==> src/sv/erfinv_pkg.sv <==
// Shared types, widths and polynomial constants for the inverse error function pipeline.
`timescale 1ns / 1ps
`default_nettype none
package erfinv_pkg;

	localparam int KW = 6;          // leading-one index, covers x up to 64 bits
	localparam int MW = 31;         // normalized mantissa, Q30
	localparam int FW = 24;         // fraction bits of log2 and of t
	localparam int TW = 30;         // magnitude of t
	localparam int PW = 64;         // Horner accumulator, signed Q56
	localparam int SQ_CELLS = FW;   // one squaring cell per log2 fraction bit
	localparam int H_CELLS = 9;     // Horner steps, far polynomial padded with a zero term

	localparam logic [31:0]   LN2_Q32 = 32'd2977044472;
	localparam logic [TW-1:0] T_SPLIT = 30'd102760448;   // 6.125 in Q24
	localparam logic [62:0]   P_LIMIT = 63'h4000_0000_0000_0000;
	localparam logic [18:0]   RES_MAX = 19'h3FFFF;
	localparam logic [18:0]   RES_MIN = 19'h40000;

	typedef struct packed {
		logic          sat;
		logic          a_neg;
		logic [15:0]   ua;
		logic [KW-1:0] k;
		logic [MW-1:0] m;
		logic [FW-1:0] frac;
	} log_item_t;

	typedef struct packed {
		logic          sat;
		logic          a_neg;
		logic [15:0]   ua;
		logic          far;
		logic [TW-1:0] tmag;
		logic [PW-1:0] p;
	} poly_item_t;

	localparam logic [PW-1:0] NEAR_TOP = 64'h175c000 << 4;

	// Horner coefficient of order idx, Q56
	function automatic logic [PW-1:0] coef(input logic far, input logic [3:0] idx);
		logic [PW-1:0] c;
		c = '0;
		if (far) begin
			case (idx)
				4'd0: c = 64'h1ae16a4 << 31;
				4'd1: c = -(64'h10eff66 << 30);
				4'd2: c = 64'h13ca920 << 24;
				4'd3: c = 64'h18cc0de << 23;
				4'd4: c = 64'h19cab92 << 20;
				4'd5: c = 64'h1dca7de << 16;
				4'd6: c = 64'h147e512 << 12;
				4'd7: c = 64'h1f7c9ae << 6;
				4'd8: c = 64'h14deb44;
				default: c = '0;
			endcase
		end else begin
			case (idx)
				4'd0: c = 64'h1c5bf88 << 31;
				4'd1: c = -(64'h1db2aee << 29);
				4'd2: c = 64'h17a1e50 << 25;
				4'd3: c = 64'h12f6400 << 23;
				4'd4: c = -(64'h135be90 << 19);
				4'd5: c = -(64'h1d70bd0 << 17);
				4'd6: c = 64'h1e52cd2 << 8;
				4'd7: c = 64'h1499232 << 12;
				4'd8: c = 64'h133b402 << 9;
				default: c = '0;
			endcase
		end
		return c;
	endfunction

endpackage
`default_nettype wire

==> src/sv/erfinv_sq_cell.sv <==
// One log2 cell: squares the mantissa and yields one fraction bit.
`timescale 1ns / 1ps
`default_nettype none
module erfinv_sq_cell (
	input  wire logic                   clk,
	input  wire logic                   arst_n,
	input  wire logic                   up_valid,
	output logic                        up_ready,
	input  wire erfinv_pkg::log_item_t  up_item,
	output logic                        dn_valid,
	input  wire logic                   dn_ready,
	output erfinv_pkg::log_item_t       dn_item
);
	localparam int MW = erfinv_pkg::MW;
	localparam int FW = erfinv_pkg::FW;

	logic                  valid_q;
	erfinv_pkg::log_item_t item_q;
	erfinv_pkg::log_item_t nxt_c;
	logic [2*MW-1:0]       sq_c;
	logic [MW:0]           top_c;

	assign up_ready = !valid_q || dn_ready;

	always_comb begin
		nxt_c = up_item;
		sq_c  = (2*MW)'(up_item.m) * (2*MW)'(up_item.m);
		top_c = sq_c[2*MW-1:MW-1];
		if (top_c[MW]) begin
			nxt_c.m    = top_c[MW:1];
			nxt_c.frac = {up_item.frac[FW-2:0], 1'b1};
		end else begin
			nxt_c.m    = top_c[MW-1:0];
			nxt_c.frac = {up_item.frac[FW-2:0], 1'b0};
		end
	end

	always_ff @(posedge clk or negedge arst_n) begin
		if (!arst_n) begin
			valid_q <= 1'b0;
		end else if (up_ready) begin
			valid_q <= up_valid;
		end
	end

	always_ff @(posedge clk) begin
		if (up_ready && up_valid) item_q <= nxt_c;
	end

	assign dn_valid = valid_q;
	assign dn_item  = item_q;
endmodule
`default_nettype wire

==> config.mk <==
export PLATFORM = sky130hd
export DESIGN_NAME = erfinv_sq_cell
export DESIGN_NICKNAME = d
export VERILOG_FILES = /design/src/sv/erfinv_pkg.sv /design/src/sv/erfinv_sq_cell.sv
export SDC_FILE = /design/constraint.sdc
export NUM_CORES = 2
export LEC_CHECK = 0
export ABC_AREA = 1
export ABC_CLOCK_PERIOD_IN_PS = 12600
export BUFFER_PORTS_ARGS = -buffer_cell sky130_fd_sc_hd__buf_2
export CAP_MARGIN = 20
export CORE_MARGIN = 2
export CORE_UTILIZATION = 44
export CTS_BUF_LIST = sky130_fd_sc_hd__clkbuf_4
export DETAILED_ROUTE_END_ITERATION = 7
export PLACE_DENSITY_LB_ADDON = 0.05
export SYNTH_ARGS = -nofsm -noshare
export SYNTH_HDL_FRONTEND = slang
export SYNTH_SLANG_ARGS = --single-unit
==> constraint.sdc <==
create_clock -name clk -period 12.6 [get_ports clk]
set_input_delay 0.63 -clock clk [delete_from_list [all_inputs] [get_ports clk]]
set_output_delay 0.63 -clock clk [all_outputs]
set_load 0.03 [all_outputs]
# Word level (Yosys, flattened, before mapping)
# Cells that the tools add are included.
totals:
  regBits: 80
  out_inout_bits: 81
  inputBits: 83
  wordCells: 13
classes:
  n_mux: 1
  multipliers: 1
  n_reduce_logical: 3
op_table:
  columns: ["op", "count"]
  rows:
  - ["$mul 31x31->62", 1]
  - ["$mux 54", 1]
  - ["$logic_and 1x1->1", 1]
  - ["$logic_not 1->1", 1]
  - ["$logic_or 1x1->1", 1]

# Depth between registers and ports, before layout
logic_depth:
  ltp_word: 3
  depth_mapped: 34
  depth_no_buf: 31

# Worst setup path before layout
# OpenSTA, ideal clock, no wires.
synth_timing:
  path_type: "input -> register"
  startpoint: "input up_item[49] (netlist bit)"
  endpoint: "register item_q, in the netlist dn_item[47], data pin"
  setup_slack_ns: 5.426
  stages: 30
  n_path_buf: 3
  setup_ns: 0.252
  required_time_ns: 12.348
  t_arrival_ns: 6.921
  cell_sequence: "clkbuf_1 > buf_1 > nand2_1 > fa_1 > fa_1 > inv_1 > fa_1 > inv_1 > fa_1 > inv_1 > fa_1 > fa_1 > fa_1 > inv_1 > fa_1 > inv_1 > ha_1 > nand2_1 > nand2_1 > a21oi_1 > nand2_1 > nand2_1 > nand2_1 > a21oi_2 > nand2_2 > nand2_1 > nand2_2 > buf_6 > nand2_1 > nand2_1"
synth_lines:
  columns: ["item", "line_no", "source"]
  rows:
  - ["start, declared", "erfinv_sq_cell.sv:9", "input wire erfinv_pkg::log_item_t up_item,"]
  - ["end signal, assigned", "erfinv_sq_cell.sv:47", "if (up_ready && up_valid) item_q <= nxt_c;"]
  - ["end, declared", "erfinv_sq_cell.sv:18", "erfinv_pkg::log_item_t item_q;"]

==> metrics.md <==
| Metric | Value |
|---|---|
| Die Height | 273.6 um |
| Starting density of the core | 44.57% |
| Antenna Nets Post-Route | 0 |
| Port bufs | 162 |
| Via Count | 22530 |
| Complex-gate fraction of the synthesized area | 1.616% |
| Status | completed |
| RSZ-0062 raised after global routing | false |
| Clock Latency Late Sink | 0.43 ns |
| CTS sink cnt | 80 |
| Drt via density | 4.531 |
| Global-route wire length before repair | 133.7 mm |
| Post-synth ARST share | 1.250% |
| Synth-to-layout area growth | 5.651% |
| Req. time, crit path | 12.80 ns |
| Setup-failing EPs final | 0 |
| Post-Synth Adder-Cell Area | 57.30% |
| Core area | 71730 um2 |
| Worst hold start | up_item[74] |
| Largest net degree at the start of global routing | 80 |
| Final nets | 5117 |
| CP Launch Type | input port |
| Worst R2R Start | dn_valid |
| Residual DRC count | 0 |
| Syn Nets | 5032 |
| Synth Area in Simple Gates | 15.74% |
| CTS Root Cell | clkbuf_4 |
| Dpl hpwl | 67.56 mm |
| Finished Layout Cells | 4973 |
| Crit path DAT | 7.97 ns |
| Drt pass-1 iters | 5 |
| Post-DR wirelength/cell | 15.91 um |
| Placed Instances | 4956 |
| Mapped Cells | 3933 |
| N_diodes | 0 |
| Placement row count | 98 |
| Detailed Route Iter0 Violations | 994 |
| I/O pins | 164 |
| WHS | 0.3574 ns |
| Chip Width | 273.6 um |
| Worst slack at placement | 4.317 ns |
| Die area | 74840 um2 |
| Main synth FF type | edfxtp_1 |
| Cell area after synthesis | 31970 um2 |
| Worst Skew | 0.01196 ns |
| Reg2Reg Depth | 2 |
| CTS tree | done |
| Internal reg-to-reg setup slack | 10.82 ns |
| Transition time of the tightest slew-check pin | 1.013 ns |
| Setup crit end kind | flop |
| Mux share of post-synthesis cell area | 0% |
| Count of pins over their slew limit | 0 |
| Relative slew slack | 32.44% |
| Hold WC Path Type | in2reg |
| Yosys warnings | 0 |
| CP max FO | 31 |
| Cell variety after synth | 36 |
| Setup CP Type | in2reg |
| Gr ovfl total | 0 |
| Register bit total from synthesis | 80 |
| Part of the cycle the worst path needs | 61.69% |
| Largest family of logic cells by synthesized area | adder cells |
| Fmax | 0.1287 GHz |
| Share of layout cells above drive strength 1 | 5.518% |
| MaxCap Viol Count | 0 |
| Mapped Avg Cell Area | 8.129 um2 |
| Total GRT Usage | 22.76% |
| Seq/Total Area, Yosys | 7.498% |
| Synth Area in XOR/XNOR | 0.8492% |
| Setup WS post-layout | 4.827 ns |
| Final WL | 79.13 mm |
| RePlAce Congestion | 0.9213 |
| Hold depth | 1 |
| Clock Path Buffers | 2 |
| Final period demand of the worst path | 7.773 ns |
| CTS buffer count | 9 |
| Final Hold Fails | 0 |
| H-Tree Depth | 3 |
| Vias in the first global route | 25340 |
| Hold Crit Endpoint | dn_item[74] |
| Post-synth EDFFs | 79 |
| RR Endpoint | dn_item[35] |
| Clock transition at path regs | 0.13 ns |
| Initial antenna violation count | 3 |
| Setup tns final | 0 ns |
## worst max path at each step
stage	cells after the start	startpoint	to	slack [ns]
finish	28	up_item[33]	dn_item[38]	4.83
global route	25	up_item[42]	dn_item[52]	4.42
CTS	28	up_item[33]	dn_item[48]	4.79
detailed placement	28	up_item[33]	dn_item[36]	4.32
global placement	28	up_item[33]	dn_item[36]	4.38
floorplan	30	up_item[49]	dn_item[47]	5.43
## stage by stage
step                      area (um2)  utilization [%]
after global routing           33780            47.09
after floorplan                31970                -
after global placement         33650            46.91
final                          33780            47.09
after detailed placement       33650            46.91
after CTS                      33780            47.09
## repair_timing
item / in CTS / in global routing
setup buffers: 0 / 0
gates resized for setup: 0 / 0
hold endpoints to repair: 1 / 0
hold buffers: 1 / 0
## cell type report
class	instances	area [um2]
clock buffer	12	90.09
fill	7337	37950
sequential	80	2397
tap	950	1189
inverter	1335	5011
clock inverter	4	31.28
multi-input combinational	2417	24150
timing repair buffer	175	910.9
## worst max-delay path, cell delays in order
cell and delay (ns):
buf_2 0.68, nand2_1 0.20, fa_1 0.57, fa_1 0.57, inv_1 0.08, fa_1 0.53
inv_1 0.05, fa_1 0.51, inv_1 0.06, fa_1 0.56, fa_1 0.43, fa_1 0.48
inv_1 0.04, fa_1 0.47, inv_1 0.04, ha_1 0.33, nand2_1 0.15, nand2_1 0.10
a21oi_1 0.22, nand2_1 0.12, nand2_1 0.08, nand2_1 0.08, a21oi_2 0.20, nand2_2 0.07
nand2_1 0.08, nand2_2 0.31, nand2_1 0.20, nand2_1 0.08
## cells in the mapped netlist (15+ instances only)
master	count	area (um2)
nand2_1	1044	3919
clkbuf_1	82	307.8
o21ai_0	16	80.08
ha_1	269	3366
nand3_1	67	335.3
nor2_1	108	405.4
fa_1	747	14950
a21oi_1	57	285.3
xor2_1	21	183.9
edfxtp_1	79	2372
nand4_1	15	93.84
inv_1	1331	4996
## sequential cells by signal, indices dropped and copies added, names as in the netlist
signal	flops
dn_item	79
dn_valid	1
## cell families after synthesis
family | count (synthesis)
AO/OA/AOI/OAI | 93
AND/OR/NAND/NOR | 1277
adder cells (fa/ha/maj) | 1016
XOR/XNOR | 31
flip-flops | 80
buffers and inverters | 1436
## per-layer routing
| metal | vias up | share of wire, % | global-route usage [%] |
|---|---|---|---|
| li1 | 11180 | - | - |
| met1 | 10940 | 45 | 30.81 |
| met2 | 307 | 50 | 40.33 |
| met3 | 103 | 2.5 | 1.482 |
| met4 | 6 | 2.3 | 4.573 |
| met5 | - | 0.056 | 0 |
## cell usage in the layout, fill, tap and decap left out, drive strengths merged
master          n
buf           174
a21o            2
xor2           21
nand3b          3
a21oi          58
inv          1336
nand2        1055
or2             4
a21boi          1
clkbuf         12
nand3          67
nand4          15
fa            747
o21bai         12
nor3           10
and2            2
xnor2          10
dlygate4sd3     1
dfrtp           1
clkinvlp        3
and3            2
a31o            2
nor2          115
edfxtp         79
ha            269
o21a            1
o21ai          17
nor4            4
Power is not shown: default switching activity piles up to over one toggle a cycle in this logic, so the estimate is an artifact.
