<file path="config.mk">
export PLATFORM = sky130hd
export DESIGN_NAME = erfinv_back
export DESIGN_NICKNAME = d
export VERILOG_FILES = /design/src/sv/erfinv_pkg.sv /design/src/sv/erfinv_back.sv
export SDC_FILE = /design/constraint.sdc
export NUM_CORES = 2
export LEC_CHECK = 0
export BUFFER_PORTS_ARGS = -buffer_cell sky130_fd_sc_hd__buf_2
export CAP_MARGIN = 20
export CORE_MARGIN = 10
export CORE_UTILIZATION = 40
export DETAILED_ROUTE_END_ITERATION = 16
export PLACE_DENSITY = 0.6
export SLEW_MARGIN = 30
export SYNTH_ARGS = -nofsm -noshare
export SYNTH_HDL_FRONTEND = slang
export SYNTH_SLANG_ARGS = --single-unit
</file>
<file path="constraint.sdc">
create_clock -name clk -period 6.1 [get_ports clk]
set_clock_uncertainty 0.05 [all_clocks]
set_input_delay 0.61 -clock clk [delete_from_list [all_inputs] [get_ports clk]]
set_output_delay 0.61 -clock clk [all_outputs]
set_load 0.01 [all_outputs]
</file>
<file path="src/sv/erfinv_pkg.sv">
// Shared types, widths and polynomial constants for the inverse error function pipeline.
`timescale 1ns / 1ps
`default_nettype none
package erfinv_pkg;

	localparam int KW = 6;          // leading-one index, covers x up to 64 bits
	localparam int MW = 31;         // normalized mantissa, Q30
	localparam int FW = 24;         // fraction bits of log2 and of t
	localparam int TW = 30;         // magnitude of t
	localparam int PW = 64;         // Horner accumulator, signed Q56
	localparam int SQ_CELLS = FW;   // one squaring cell per log2 fraction bit
	localparam int H_CELLS = 9;     // Horner steps, far polynomial padded with a zero term

	localparam logic [31:0]   LN2_Q32 = 32'd2977044472;
	localparam logic [TW-1:0] T_SPLIT = 30'd102760448;   // 6.125 in Q24
	localparam logic [62:0]   P_LIMIT = 63'h4000_0000_0000_0000;
	localparam logic [18:0]   RES_MAX = 19'h3FFFF;
	localparam logic [18:0]   RES_MIN = 19'h40000;

	typedef struct packed {
		logic          sat;
		logic          a_neg;
		logic [15:0]   ua;
		logic [KW-1:0] k;
		logic [MW-1:0] m;
		logic [FW-1:0] frac;
	} log_item_t;

	typedef struct packed {
		logic          sat;
		logic          a_neg;
		logic [15:0]   ua;
		logic          far;
		logic [TW-1:0] tmag;
		logic [PW-1:0] p;
	} poly_item_t;

	localparam logic [PW-1:0] NEAR_TOP = 64'h175c000 << 4;

	// Horner coefficient of order idx, Q56
	function automatic logic [PW-1:0] coef(input logic far, input logic [3:0] idx);
		logic [PW-1:0] c;
		c = '0;
		if (far) begin
			case (idx)
				4'd0: c = 64'h1ae16a4 << 31;
				4'd1: c = -(64'h10eff66 << 30);
				4'd2: c = 64'h13ca920 << 24;
				4'd3: c = 64'h18cc0de << 23;
				4'd4: c = 64'h19cab92 << 20;
				4'd5: c = 64'h1dca7de << 16;
				4'd6: c = 64'h147e512 << 12;
				4'd7: c = 64'h1f7c9ae << 6;
				4'd8: c = 64'h14deb44;
				default: c = '0;
			endcase
		end else begin
			case (idx)
				4'd0: c = 64'h1c5bf88 << 31;
				4'd1: c = -(64'h1db2aee << 29);
				4'd2: c = 64'h17a1e50 << 25;
				4'd3: c = 64'h12f6400 << 23;
				4'd4: c = -(64'h135be90 << 19);
				4'd5: c = -(64'h1d70bd0 << 17);
				4'd6: c = 64'h1e52cd2 << 8;
				4'd7: c = 64'h1499232 << 12;
				4'd8: c = 64'h133b402 << 9;
				default: c = '0;
			endcase
		end
		return c;
	endfunction

endpackage
`default_nettype wire

</file>
<file path="src/sv/erfinv_back.sv">
// Back stages: round p to Q32, multiply by |a|, round to output format and clamp.
`timescale 1ns / 1ps
`default_nettype none
module erfinv_back #(
	parameter int IFB = 15,
	parameter int OFB = 16
) (
	input  wire logic                    clk,
	input  wire logic                    arst_n,
	input  wire logic                    up_valid,
	output logic                         up_ready,
	input  wire erfinv_pkg::poly_item_t  up_item,
	output logic                         dn_valid,
	input  wire logic                    dn_ready,
	output logic signed [18:0]           dn_result,
	output logic                         dn_saturated
);
	localparam int SH = IFB + 32 - OFB;
	localparam logic [55:0] RND = 56'd1 << (SH - 1);

	logic v_s1, v_s2, v_s3, r1, r2, r3;
	logic sat_s1, sat_s2, aneg_s1, aneg_s2, rneg_s1, rneg_s2;
	logic [15:0] ua_s1;
	logic [38:0] pmag_s1;
	logic [54:0] prod_s2;
	logic [18:0] res_s3;
	logic        satf_s3;

	logic [63:0] pabs_c;
	logic [55:0] mag_c;
	logic [18:0] res_c;
	logic        satf_c;

	assign r3 = !v_s3 || dn_ready;
	assign r2 = !v_s2 || r3;
	assign r1 = !v_s1 || r2;
	assign up_ready = r1;

	assign pabs_c = up_item.p[63] ? -up_item.p : up_item.p;

	always_comb begin
		mag_c  = 56'(({1'b0, prod_s2} + RND) >> SH);
		satf_c = 1'b0;
		if (sat_s2) begin
			res_c  = aneg_s2 ? erfinv_pkg::RES_MIN : erfinv_pkg::RES_MAX;
			satf_c = 1'b1;
		end else if (rneg_s2) begin
			if (mag_c > 56'd262144) begin
				res_c  = erfinv_pkg::RES_MIN;
				satf_c = 1'b1;
			end else begin
				res_c = -mag_c[18:0];
			end
		end else begin
			if (mag_c > 56'd262143) begin
				res_c  = erfinv_pkg::RES_MAX;
				satf_c = 1'b1;
			end else begin
				res_c = mag_c[18:0];
			end
		end
	end

	always_ff @(posedge clk or negedge arst_n) begin
		if (!arst_n) begin
			v_s1 <= 1'b0;
			v_s2 <= 1'b0;
			v_s3 <= 1'b0;
		end else begin
			if (r1) v_s1 <= up_valid;
			if (r2) v_s2 <= v_s1;
			if (r3) v_s3 <= v_s2;
		end
	end

	always_ff @(posedge clk) begin
		if (r1 && up_valid) begin
			sat_s1  <= up_item.sat;
			aneg_s1 <= up_item.a_neg;
			rneg_s1 <= up_item.a_neg ^ up_item.p[63];
			ua_s1   <= up_item.ua;
			pmag_s1 <= 39'((pabs_c + 64'd8388608) >> 24);
		end
		if (r2 && v_s1) begin
			sat_s2  <= sat_s1;
			aneg_s2 <= aneg_s1;
			rneg_s2 <= rneg_s1;
			prod_s2 <= 55'(ua_s1) * 55'(pmag_s1);
		end
		if (r3 && v_s2) begin
			res_s3  <= res_c;
			satf_s3 <= satf_c;
		end
	end

	assign dn_valid     = v_s3;
	assign dn_result    = res_s3;
	assign dn_saturated = satf_s3;
endmodule
`default_nettype wire
</file>
Yosys cells after proc, flatten, opt, wreduce, memory -nomap -nowiden
Index checks and enable logic that the tools add are counted.
- $add $sub $neg: 4
- $mul: 1
- magnitude comparators: 2
- multiplexer cells: 9
- bitwise operators: 1
- reduce and logical (&&, ||, !) cells: 9
- operators by type and width (kind ; number):
    $mux 19 ; 5
    $add 63x24->63 const B ; 1
    $mux 63 ; 1
    $neg 63->63 ; 1
    $add 55x31->56 const B ; 1
    $mul 16x39->55 ; 1
    $gt 25x18->1 const B ; 1
    $gt 25x19->1 const B ; 1
    $neg 19->19 ; 1
    $logic_and 1x1->1 ; 3
    $logic_not 1->1 ; 3
    $logic_or 1x1->1 ; 3
    $mux 1 ; 3
    $xor 1x1->1 ; 1
- register bits after elaboration: 139
- input port bits: 117
- word-level logic and storage cells: 40

Logic depth before layout (Yosys ltp)
- depth after elaboration: 5
- gate-level depth with buffers: 24

Worst setup path after synthesis
No wires, ideal clock.
- path kind: reg-to-reg
- start point: reg ua_s1[5]
- end point: reg prod_s2[54] (data pin)
- data arrival time: 6.367 ns
- required time: 5.843 ns
- setup slack: -0.524 ns
- cell stages (with the launch flop): 25
- path buffers: 2
- period minus slack after synthesis: 6.624 ns
- cell sequence: edfxtp_1 clkbuf_1 clkbuf_1 nand2_1 fa_1 inv_1 fa_1 inv_1 fa_1 inv_1 fa_1 fa_1 inv_1 fa_1 inv_1 ha_1 a21o_1 a21o_1 a21oi_1 nand3_1 a211o_1 nor4bb_1 o21ai_0 mux2i_1 a2111oi_0
- longest elaborated chain between the ends: 1
- ends and longest elaborated chain (element ; RTL line ; text):
    start: declaration ; erfinv_back.sv:23 ; logic [15:0] ua_s1;
    start signal: assignment ; erfinv_back.sv:81 ; ua_s1 <= up_item.ua;
    $mul 16x39->55 ; erfinv_back.sv:88 ; prod_s2 <= 55'(ua_s1) * 55'(pmag_s1);
    end signal: assignment ; erfinv_back.sv:88 ;
    end: declaration ; erfinv_back.sv:25 ; logic [54:0] prod_s2;
Every way passes these cells.
A chain may end at the register's enable or synchronous reset.

Final worst setup path
- start point: reg ua_s1[4]
- end point: reg prod_s2[53] (data pin)
The elaborated chain is that of the path after synthesis.

==> impl_metrics.tcl <==
set metrics [dict create \
    synth_top_area_cell "fa_1" \
    hold_class "input port to register" \
    synth_nets 3641 \
    clk_pin_slew_ns 0.09 \
    grt_use_total_pct 18.43 \
    instances_no_fill 4024 \
    io_pins 139 \
    htreeDepth 3 \
    yosys-mux-area-fraction_pct 0.4689 \
    seq_area_frac_synth_pct 12.72 \
    worstPathRequired_ns 6.19 \
    synthArstFlopShare_pct 2.752 \
    core.rowCount 92 \
    vias_per_cell 5.131 \
    post_drt_wl_per_cell_um 17.57 \
    fin_area_um2 31110 \
    clkSinkCount 109 \
    dieArea_um2 74560 \
    crit_path_end_kind "register" \
    drc 0 \
    synth_cell_types 73 \
    period_minus_slack_ns 6.436 \
    drive_gt1_share_pct 21.18 \
    drt_first_pass_iters 5 \
    grt_pass1_vias 22110 \
    dpl_cell_area_um2 29210 \
    place_congestion 0.9041 \
    slew_headroom_pct 32.99 \
    clock_latency_ns 0.39 \
    mostFrequentLayoutCell "inv_1" \
    synthesis.instances 2881 \
    synth.area.top_cells "fa_1, edfxtp_1, inv_1, nand2_1, ha_1" \
    overflow 0 \
    grt_max_degree 59 \
    syn_to_final_growth_pct 21.45 \
    dr.first_iter.drc_count 1170 \
    rsz0062_at_grt "yes" \
    core_um2 63200 \
    root_buffer "clkbuf_16" \
    yosys_warnings 0 \
    start_util_pct 40.53 \
    cp_max_fo 7 \
    antenna_cells 0 \
    cts_made_buffers 9 \
    ys_seq_elements 109 \
    die_w_um 273.1 \
    via_count 20650 \
    dp.cells 3948 \
    finalHoldViolations 0 \
    grt_pass1_wl_um 112300 \
    violations "negative setup slack" \
    crit_type "register to register" \
    yosys.area_share.simple_pct 18.68 \
    fp.dieH_um 273.1 \
    outcome "finished with violations" \
    worstMarginPinSlew_ns 1.005 \
    setup_slack_ns -0.3363 \
    synth-compound-area-share_pct 6.951 \
    fillers 5831 \
    cap_violations 0 \
    synth_fa_ha_area_share_pct 46.50 \
    finalCritPeriodShare_pct 105.5 \
    synthXorXnorAreaFrac_pct 3.727 \
    portBuffers 107 \
    avgSynthCellArea_um2 8.891 \
    fmax_ghz 0.1554 \
    wl_um 70700 \
    nets 3933 \
    clock_path_buffers 2 \
    dp_hpwl_um 55970 \
    synth-edff-count 106 \
    detail-route-antenna-nets 0 \
    synth_top_area_share_pct 40.25 \
    syn_area_um2 25620 \
    cts_tree "yes" \
    slew_violations 0 \
    antenna_found_initial 0 \
    synth_top_family_by_area "adder cells" \
    final_cell_mix "inv_1, nand2_1, fa_1" \
    synth_flop_cell "edfxtp_1" \
    setup-violations-final 21 \
    crit_arrival_ns 6.52 \
    critPathLaunchType "register" \
]
==> critical path, cell delays in order, from the launching register on <==
cell and delay (ns):
edfxtp_1 0.47, buf_6 0.18, clkbuf_16 0.17, and2_4 0.16, fa_1 0.49, inv_2 0.04, fa_1 0.47, fa_2 0.54
inv_2 0.04, fa_1 0.49, fa_1 0.52, inv_2 0.05, fa_1 0.52, inv_2 0.05, ha_4 0.24, a21oi_2 0.16
o21ai_2 0.09, a311oi_4 0.34, o31ai_4 0.10, a211o_4 0.31, nor4bb_4 0.18, o21ai_2 0.19, buf_4 0.14, o21bai_1 0.08
xor2_1 0.14
==> timing repair <==
item / CTS / global route
pin swaps: 13 / 189
gates cloned: 0 / 15
resized for setup: 47 / 205
hold buffers: 1 / 0
endpoints found under the hold margin: 3 / 0
endpoints found under the setup margin: 25 / 25
setup buffers: 4 / 41
==> stage by stage <==
step | TNS, ns | setup WS, ns | util [%] | hold slack (ns)
after detailed placement | -9.075 | -0.6548 | 46.23 | 0.3571
after global placement | -6.766 | -0.5498 | 46.22 | 0.3531
final | -4.464 | -0.3363 | 49.23 | 0.3386
after global routing | -9.000 | -0.6076 | 49.23 | 0.3178
after CTS | -5.778 | -0.5205 | 47.14 | 0.3152
after floorplan | -0.02592 | -0.01670 | - | 0.2644
==> flip-flops by register name, summed over array words and instances, names as in the netlist <==
register	cells
rneg_s2	1
aneg_s2	1
dn_valid	1
prod_s2	25
dn_result	19
rneg_s1	1
dn_saturated	1
pmag_s1	39
sat_s2	1
sat_s1	1
aneg_s1	1
v_s1	1
ua_s1	16
v_s2	1
==> area by class of cell <==
class | count | area, µm² | share of cell area [%]
multi-input cells | 2025 | 20530 | 66.00
repair buffers | 426 | 3720 | 11.96
flip-flops and latches | 109 | 3258 | 10.47
inverters | 602 | 2260 | 7.264
well taps | 846 | 1059 | 3.403
clock buffers | 9 | 225.2 | 0.7239
clock inverters | 7 | 56.30 | 0.1810
==> metal layers <==
layer | global-route usage (%) | share of wire, % | wire [µm]
met1 | 24.76 | 43 | 30510
met2 | 30.62 | 47 | 33560
met3 | 3.598 | 7.1 | 5043
met4 | 3.606 | 2.2 | 1585
met5 | 0 | 0 | 0
==> worst paths after layout <==
check,startpoint,to,slack (ns),cells after the start
max in group asynchronous,arst_n,dn_valid$_DFFE_PN0P_,5.39,2
min reg2reg,rneg_s1$_DFFE_PP_,rneg_s2$_DFFE_PP_,0.36,0
max reg2reg,ua_s1[4]$_DFFE_PP_,prod_s2[53]$_DFFE_PP_,-0.34,24
min in group asynchronous,arst_n,v_s1$_DFFE_PN0N_,0.51,2
min,up_item[102],ua_s1[7]$_DFFE_PP_,0.34,1
max,ua_s1[4]$_DFFE_PP_,prod_s2[53]$_DFFE_PP_,-0.34,24
==> logic make-up after synthesis <==
kind of cell / Yosys count
AOI/OAI and AO/OA: 271
muxes: 12
adders and majority gates: 643
xor gates and xnor gates: 109
buffers and inverters: 747
and+or+nand+nor: 990
DFF: 109
==> cells in the mapped netlist, types with 10 or more instances <==
master      n
fa_1      515
or3_1      16
edfxtp_1  106
nand2_1   510
ha_1      128
a21o_1     30
o31ai_1    11
clkbuf_1  139
a31oi_1    18
a21oi_1    75
nor2_1     58
xnor2_1    68
nand2b_1   12
nor3_1     34
xor2_1     41
mux2i_1    12
nor4_1     21
inv_1     601
o21ai_0    46
a211oi_1   10
and2_1    210
nand4_1    25
nand3_1    40
or4_1      12
Power is left out: the tool's default activity adds up to more than one toggle a clock period on the data nets, which glitch-free logic cannot reach.
