<file path="config.mk">
export PLATFORM = sky130hd
export DESIGN_NAME = erfinv_front
export DESIGN_NICKNAME = d
export VERILOG_FILES = /design/src/sv/erfinv_pkg.sv /design/src/sv/erfinv_front.sv
export SDC_FILE = /design/constraint.sdc
export NUM_CORES = 1
export LEC_CHECK = 0
export ABC_AREA = 0
export BUFFER_PORTS_ARGS = -buffer_cell sky130_fd_sc_hd__clkbuf_2
export CAP_MARGIN = 20
export CELL_PAD_IN_SITES_DETAIL_PLACEMENT = 0
export CELL_PAD_IN_SITES_GLOBAL_PLACEMENT = 1
export CORE_MARGIN = 1
export CORE_UTILIZATION = 40
export DETAILED_ROUTE_END_ITERATION = 8
export PLACE_DENSITY = 0.77
export SLEW_MARGIN = 20
export SYNTH_ARGS = -nofsm -noshare
export SYNTH_HDL_FRONTEND = slang
export SYNTH_SLANG_ARGS = --single-unit
</file>
<file path="constraint.sdc">
create_clock -name clk -period 5.7 [get_ports clk]
set_input_delay 0.57 -clock clk [delete_from_list [all_inputs] [get_ports clk]]
set_output_delay 0.57 -clock clk [all_outputs]
set_load 0.005 [all_outputs]
</file>
<file path="src/sv/erfinv_pkg.sv">
// Shared types, widths and polynomial constants for the inverse error function pipeline.
`timescale 1ns / 1ps
`default_nettype none
package erfinv_pkg;

	localparam int KW = 6;          // leading-one index, covers x up to 64 bits
	localparam int MW = 31;         // normalized mantissa, Q30
	localparam int FW = 24;         // fraction bits of log2 and of t
	localparam int TW = 30;         // magnitude of t
	localparam int PW = 64;         // Horner accumulator, signed Q56
	localparam int SQ_CELLS = FW;   // one squaring cell per log2 fraction bit
	localparam int H_CELLS = 9;     // Horner steps, far polynomial padded with a zero term

	localparam logic [31:0]   LN2_Q32 = 32'd2977044472;
	localparam logic [TW-1:0] T_SPLIT = 30'd102760448;   // 6.125 in Q24
	localparam logic [62:0]   P_LIMIT = 63'h4000_0000_0000_0000;
	localparam logic [18:0]   RES_MAX = 19'h3FFFF;
	localparam logic [18:0]   RES_MIN = 19'h40000;

	typedef struct packed {
		logic          sat;
		logic          a_neg;
		logic [15:0]   ua;
		logic [KW-1:0] k;
		logic [MW-1:0] m;
		logic [FW-1:0] frac;
	} log_item_t;

	typedef struct packed {
		logic          sat;
		logic          a_neg;
		logic [15:0]   ua;
		logic          far;
		logic [TW-1:0] tmag;
		logic [PW-1:0] p;
	} poly_item_t;

	localparam logic [PW-1:0] NEAR_TOP = 64'h175c000 << 4;

	// Horner coefficient of order idx, Q56
	function automatic logic [PW-1:0] coef(input logic far, input logic [3:0] idx);
		logic [PW-1:0] c;
		c = '0;
		if (far) begin
			case (idx)
				4'd0: c = 64'h1ae16a4 << 31;
				4'd1: c = -(64'h10eff66 << 30);
				4'd2: c = 64'h13ca920 << 24;
				4'd3: c = 64'h18cc0de << 23;
				4'd4: c = 64'h19cab92 << 20;
				4'd5: c = 64'h1dca7de << 16;
				4'd6: c = 64'h147e512 << 12;
				4'd7: c = 64'h1f7c9ae << 6;
				4'd8: c = 64'h14deb44;
				default: c = '0;
			endcase
		end else begin
			case (idx)
				4'd0: c = 64'h1c5bf88 << 31;
				4'd1: c = -(64'h1db2aee << 29);
				4'd2: c = 64'h17a1e50 << 25;
				4'd3: c = 64'h12f6400 << 23;
				4'd4: c = -(64'h135be90 << 19);
				4'd5: c = -(64'h1d70bd0 << 17);
				4'd6: c = 64'h1e52cd2 << 8;
				4'd7: c = 64'h1499232 << 12;
				4'd8: c = 64'h133b402 << 9;
				default: c = '0;
			endcase
		end
		return c;
	endfunction

endpackage
`default_nettype wire

</file>
<file path="src/sv/erfinv_front.sv">
// Front stages: |a|, x = 1 - a*a, leading-one search and mantissa normalize.
`timescale 1ns / 1ps
`default_nettype none
module erfinv_front #(
	parameter int IFB = 15
) (
	input  wire logic                  clk,
	input  wire logic                  arst_n,
	input  wire logic                  up_valid,
	output logic                       up_ready,
	input  wire logic signed [15:0]    a_value,
	output logic                       dn_valid,
	input  wire logic                  dn_ready,
	output erfinv_pkg::log_item_t      dn_item
);
	localparam int XW = 2 * IFB + 1;
	localparam logic [63:0] ONE = 64'd1 << (2 * IFB);
	localparam int KW = erfinv_pkg::KW;
	localparam int MW = erfinv_pkg::MW;

	logic          v_s1, v_s2, v_s3;
	logic          r1, r2, r3;
	logic          neg_s1, neg_s2, sat_s1, sat_s2;
	logic [15:0]   ua_s1, ua_s2;
	logic [XW-1:0] x_s1, x_s2;
	logic [KW-1:0] k_s2;
	erfinv_pkg::log_item_t item_s3;

	logic [15:0]   ua_c;
	logic [31:0]   sq_c;
	logic          sat_c;
	logic [XW-1:0] x_c;
	logic [KW-1:0] k_c;
	logic [KW-1:0] sh_c;
	logic [XW-1:0] norm_c;
	logic [MW-1:0] m_c;

	assign r3 = !v_s3 || dn_ready;
	assign r2 = !v_s2 || r3;
	assign r1 = !v_s1 || r2;
	assign up_ready = r1;

	always_comb begin
		ua_c = a_value[15] ? 16'(-a_value) : a_value;
		sq_c = 32'(ua_c) * 32'(ua_c);
		sat_c = {32'b0, sq_c} >= ONE;
		x_c = XW'(ONE - {32'b0, sq_c});
	end

	// highest set bit wins
	always_comb begin
		k_c = '0;
		for (int i = 0; i < XW; i++) begin
			if (x_s1[i]) k_c = KW'(i);
		end
	end

	assign sh_c = KW'(XW - 1) - k_s2;
	assign norm_c = x_s2 << sh_c;

	generate
		if (XW >= MW) begin : g_trunc
			assign m_c = norm_c[XW-1 -: MW];
		end else begin : g_pad
			assign m_c = {norm_c, {(MW - XW){1'b0}}};
		end
	endgenerate

	always_ff @(posedge clk or negedge arst_n) begin
		if (!arst_n) begin
			v_s1 <= 1'b0;
			v_s2 <= 1'b0;
			v_s3 <= 1'b0;
		end else begin
			if (r1) v_s1 <= up_valid;
			if (r2) v_s2 <= v_s1;
			if (r3) v_s3 <= v_s2;
		end
	end

	always_ff @(posedge clk) begin
		if (r1 && up_valid) begin
			neg_s1 <= a_value[15];
			ua_s1  <= ua_c;
			sat_s1 <= sat_c;
			x_s1   <= x_c;
		end
		if (r2 && v_s1) begin
			neg_s2 <= neg_s1;
			ua_s2  <= ua_s1;
			sat_s2 <= sat_s1;
			x_s2   <= x_s1;
			k_s2   <= k_c;
		end
		if (r3 && v_s2) begin
			item_s3.sat   <= sat_s2;
			item_s3.a_neg <= neg_s2;
			item_s3.ua    <= ua_s2;
			item_s3.k     <= k_s2;
			item_s3.m     <= m_c;
			item_s3.frac  <= '0;
		end
	end

	assign dn_valid = v_s3;
	assign dn_item  = item_s3;
endmodule
`default_nettype wire

</file>
[Word-level counts from Yosys, hierarchy flattened]
Cells that the tools add are included.
Cells by class
  magnitude comparators: 1
  reductions and logical operators: 13
  divide/modulo/power cells: 0
  add/subtract/negate cells: 3
  equality and inequality tests: 0
  multiply operators: 1
  shifts and indexed selects: 1
  bitwise operators: 0
  mux-type cells: 30
Operator list (number)
  $mux 5: 14
  $ge 32x31->1 const B: 1
  $mul 16x16->32: 1
  $mux 4: 8
  $shl 31x6->31: 1
  $sub 31x31->31 const A: 1
  $reduce_or 29->1: 1
  $mux 16: 1
  $neg 16->16: 1
  $reduce_or 15->1: 1
  $mux 3: 4
  $reduce_or 7->1: 1
  $sub 5x6->6 const A: 1
  $mux 2: 2
  $logic_and 1x1->1: 3
  $logic_not 1->1: 3
  $logic_or 1x1->1: 3
  $reduce_or 3->1: 1
  $mux 1: 1
Storage, ports and cells
  bits in latches: 0
  register bits after elaboration: 162
  input port bits: 20
  memories kept: 0
  RAM bits: 0
  bits in read-only memories: 0
  word-level logic and storage cells: 70

[Logic depth before layout (Yosys ltp)]
  word-level depth: 29
  gate-level depth with buffers: 33
  gate-level depth less buffers: 30

[Worst setup path before layout]
Ideal clock, no wire load.
  path kind: input to register
  start point: input a_value[0]
  end point: register x_s1[22] (data pin)
  slack: -2.883 ns
  stages: 30
  data arrival time: 8.319 ns
  cell sequence: clkinv_1 -> clkbuf_1 -> ha_1 -> nand3b_1 -> or3_1 -> o21ai_0 -> xor2_1 -> clkinv_1 -> nand2_1 -> fa_1 -> fa_1 -> inv_1 -> fa_1 -> fa_1 -> fa_1 -> inv_1 -> fa_1 -> inv_1 -> ha_1 -> clkbuf_1 -> and3_1 -> and3_1 -> o211a_4 -> or3_1 -> buf_2 -> o32ai_4 -> nor2_2 -> nor4_2 -> nand3_1 -> xnor2_1
On the way
  word-level cells in the longest chain between the ends: 4
RTL lines
  start: declaration: line erfinv_front.sv:11  | input wire logic signed [15:0] a_value,
  $neg 16->16: line erfinv_front.sv:44  | ua_c = a_value[15] ? 16'(-a_value) : a_value;
  $mux 16: line erfinv_front.sv:44
  net ua_c[12]: line erfinv_front.sv:29  | logic [15:0] ua_c;
  $mul 16x16->32: line erfinv_front.sv:45  | sq_c = 32'(ua_c) * 32'(ua_c);
  $sub 31x31->31: line erfinv_front.sv:47  | x_c = XW'(ONE - {32'b0, sq_c});
  net x_c[22]: line erfinv_front.sv:32  | logic [XW-1:0] x_c;
  end signal: assignment: line erfinv_front.sv:86  | x_s1 <= x_c;
  end: declaration: line erfinv_front.sv:25  | logic [XW-1:0] x_s1, x_s2;
The timed path passes the listed nets, and every way through them passes these cells.
A chain may end at the register's enable or synchronous reset.

[Final worst setup path]
  start point: input a_value[2]
  end point: register x_s1[30] (data pin)
On the way
  word-level cells in the longest chain between the ends: 4
RTL lines (line)
  $neg 16->16: erfinv_front.sv:44
  $mux 16 (*): erfinv_front.sv:44
  $mul 16x16->32 (*): erfinv_front.sv:45
  $sub 31x31->31 (*): erfinv_front.sv:47
  net x_c[30]: erfinv_front.sv:32
The timed path passes the listed nets; every way through them passes the cells marked *.

==> run summary <==
Run status: finished with violations
Failing checks: negative setup slack
Slew Viols, Final: 0
Global route overflow: 0
#FFs+latches synth: 156
Ports: 101
Reg2Reg Setup Slack: 2.37 ns
Clk slew on worst S/H paths: 0.06 ns
Distinct cells, synth: 76
Placer Congestion: 0.868
CTS buffer count: 17
Routed Antenna Nets: 0
Initial DRT Pass Iterations: 7
GRT Total Usage: 0.204
Crit Path Category: input pin to register
# DRC: 0
Setup crit end: x_s1[30]
Fin crit share: 1.32
CP Capture Type: register
Actual slew at the worst max-slew pin: 0.846 ns
First-pass GRT wire length: 62100 µm
DIE AREA: 38400 µm²
Synth warn: 0
Hold/Removal Path Class: input pin to register
Via count: 11802
Fin worst setup slack: -1.81 ns
Clk root buf: clkbuf_16
Worst reg-to-reg path cell count: 9
Area contributors post-synth: edfxtp_1, fa_1, ha_1
Gate Count Post-Synth: 1464
Clock Skew: 0.0139 ns
Die width: 196 µm
Share of layout cells above drive strength 1: 0.379
H-Tree Depth: 4
Worst-Skew Late Latency: 0.45 ns
Max stage delay cell, worst path: or4b_4
Setup violators final: 24
CP max stage delay: 0.57 ns
Final layout net count: 2131
Final hold vios: 0
Critical path required time: 5.89 ns
Initial Util: 0.409
Number of buffers added on ports: 75
Most used flip-flop cell after synthesis: edfxtp_1
Reg-to-Reg Start: k_s2[0]
Chip Height: 196 µm
Initial antenna violation count: 0
Critical Path Most Common Cell: fa_1
Row cnt: 70
# Max-Cap Violations: 0
Core ar.: 36800 µm²
Final min period: 7.51 ns
CTS Sinks: 156
Crit-path max FO: 4
Routed len/inst: 16.0 µm
Number of synthesized flops with an enable pin: 153
Syn_area_per_cell: 10.3 µm²
DP HPWL: 29300 µm
Fmax achieved: 0.133 GHz
Ant diodes: 0
WHS: 0.348 ns
Post-synthesis cell area: 15000 µm²
Synthesis-to-layout area growth: 36.0%
Via density: 5.07
Post-synth top area share: 0.305
1st-iter DRT viols: 796
Total routed wirelength: 37300 µm
Worst Path Arrival: 7.70 ns
CP startpoint kind: input pin
Crit path from: a_value[2]
Vias in the first global route: 12347
Largest area contributor in the netlist: edfxtp_1
CTS tree: done
Post-synthesis sequential area ratio: 0.310
Post-synth ARST share: 0.0192
RSZ-0062 raised after global routing: yes
Slew HR: 0.436
Clock buffer depth: 2
FF-to-FF End: dn_item[54]
Largest net degree at the start of global routing: 53
[critical path, delay by kind of cell]
kind | cells | cell delay [ns]
buf+inv | 5 | 0.47
xor+xnor | 1 | 0.16
compound gates | 4 | 0.67
fa+ha+maj | 7 | 3.15
simple gates | 10 | 2.66
[routing by layer]
metal	track usage	vias to the layer above	wire [µm]
met1	0.271	5927	16500
li1	-	5588	-
met4	0.0477	0	543
met5	0	-	0
met2	0.354	248	18900
met3	0.0268	39	1460
[layout make-up]
type / instances / area [µm²]
multi-input combinational: 1012 / 10600
tap: 468 / 586
fill: 3121 / 16300
clock inverter: 14 / 206
timing repair buffer: 398 / 2990
sequential: 156 / 4670
clock buffer: 18 / 429
inverter: 261 / 1010
[how the worst min path moves through the flow]
stage	from	cells past startpoint	to	slack (ns)
2_1_floorplan	arst_n	0	dn_valid	0.27
3_3_place_gp	arst_n	1	dn_valid	0.37
4_1_cts	up_valid	2	v_s1	0.33
5_1_grt	up_valid	2	v_s1	0.35
6_report	up_valid	2	v_s1	0.35
3_5_place_dp	arst_n	1	v_s1	0.37
[cell usage in the layout, fill, tap and decap left out, types with 20 or more instances in the layout]
cell | Yosys | layout
buf_4 | 25 | 290
inv_1 | 250 | 216
edfxtp_1 | 153 | 153
fa_1 | 165 | 152
nand2_1 | 141 | 110
nor2_1 | 115 | 100
ha_1 | 100 | 75
clkbuf_2 | 0 | 72
o21ai_0 | 49 | 36
conb_1 | 2 | 36
a21oi_1 | 50 | 35
inv_2 | 1 | 34
buf_6 | 0 | 28
xnor2_1 | 39 | 27
nand2_2 | 0 | 22
ha_4 | 0 | 22
mux2i_1 | 21 | 20
[cells in the mapped netlist (all sizes together) (22+ instances only)]
cell type / count
nor2: 117
nand3: 22
inv: 251
ha: 100
o21ai: 50
buf: 29
clkbuf: 40
edfxtp: 153
xnor2: 40
fa: 165
a21oi: 50
nor3: 22
nand2: 141
xor2: 30
[metrics by stage]
| step | instance area (µm²) | worst slack [ns] | std cells | util | TNS, ns |
|---|---|---|---|---|---|
| after floorplan | 15800 | -2.18 | 1498 | - | -36.37 |
| after global placement | 18400 | -2.58 | 2247 | 0.501 | -50.57 |
| after detailed placement | 18400 | -2.68 | 2247 | 0.501 | -52.05 |
| after CTS | 19900 | -1.84 | 2311 | 0.541 | -33.57 |
| after global routing | 20500 | -2.07 | 2327 | 0.556 | -39.29 |
| final | 20500 | -1.81 | 2327 | 0.556 | -33.39 |
[cells by family after synthesis]
| group | synth area share |
|---|---|
| flip-flops | 0.310 |
| adder cells (fa/ha/maj) | 0.303 |
| AO/OA/AOI/OAI | 0.0939 |
| other | 0.000499 |
| buffers and inverters | 0.0887 |
| AND/OR/NAND/NOR | 0.118 |
| multiplexers | 0.0446 |
| XOR/XNOR | 0.0412 |
[registers in the layout, indices dropped and copies added (netlist names)]
| name | count |
|---|---|
| dn_item | 54 |
| dn_valid | 1 |
| k_s2 | 5 |
| neg_s1 | 1 |
| neg_s2 | 1 |
| sat_s1 | 1 |
| sat_s2 | 1 |
| ua_s1 | 16 |
| ua_s2 | 16 |
| v_s1 | 1 |
| v_s2 | 1 |
| x_s1 | 29 |
| x_s2 | 29 |
[repair_timing]
action                                  4_1_cts  5_1_grt
hold buffers                                  1        0
endpoints found under the setup margin       25       25
buffers inserted                             32       19
pin swaps                                    64      132
hold endpoints to repair                      3        0
resized for setup                           128      118
Power is left out: the tool's default activity adds up to more than one toggle a clock period on the data nets, which glitch-free logic cannot reach.
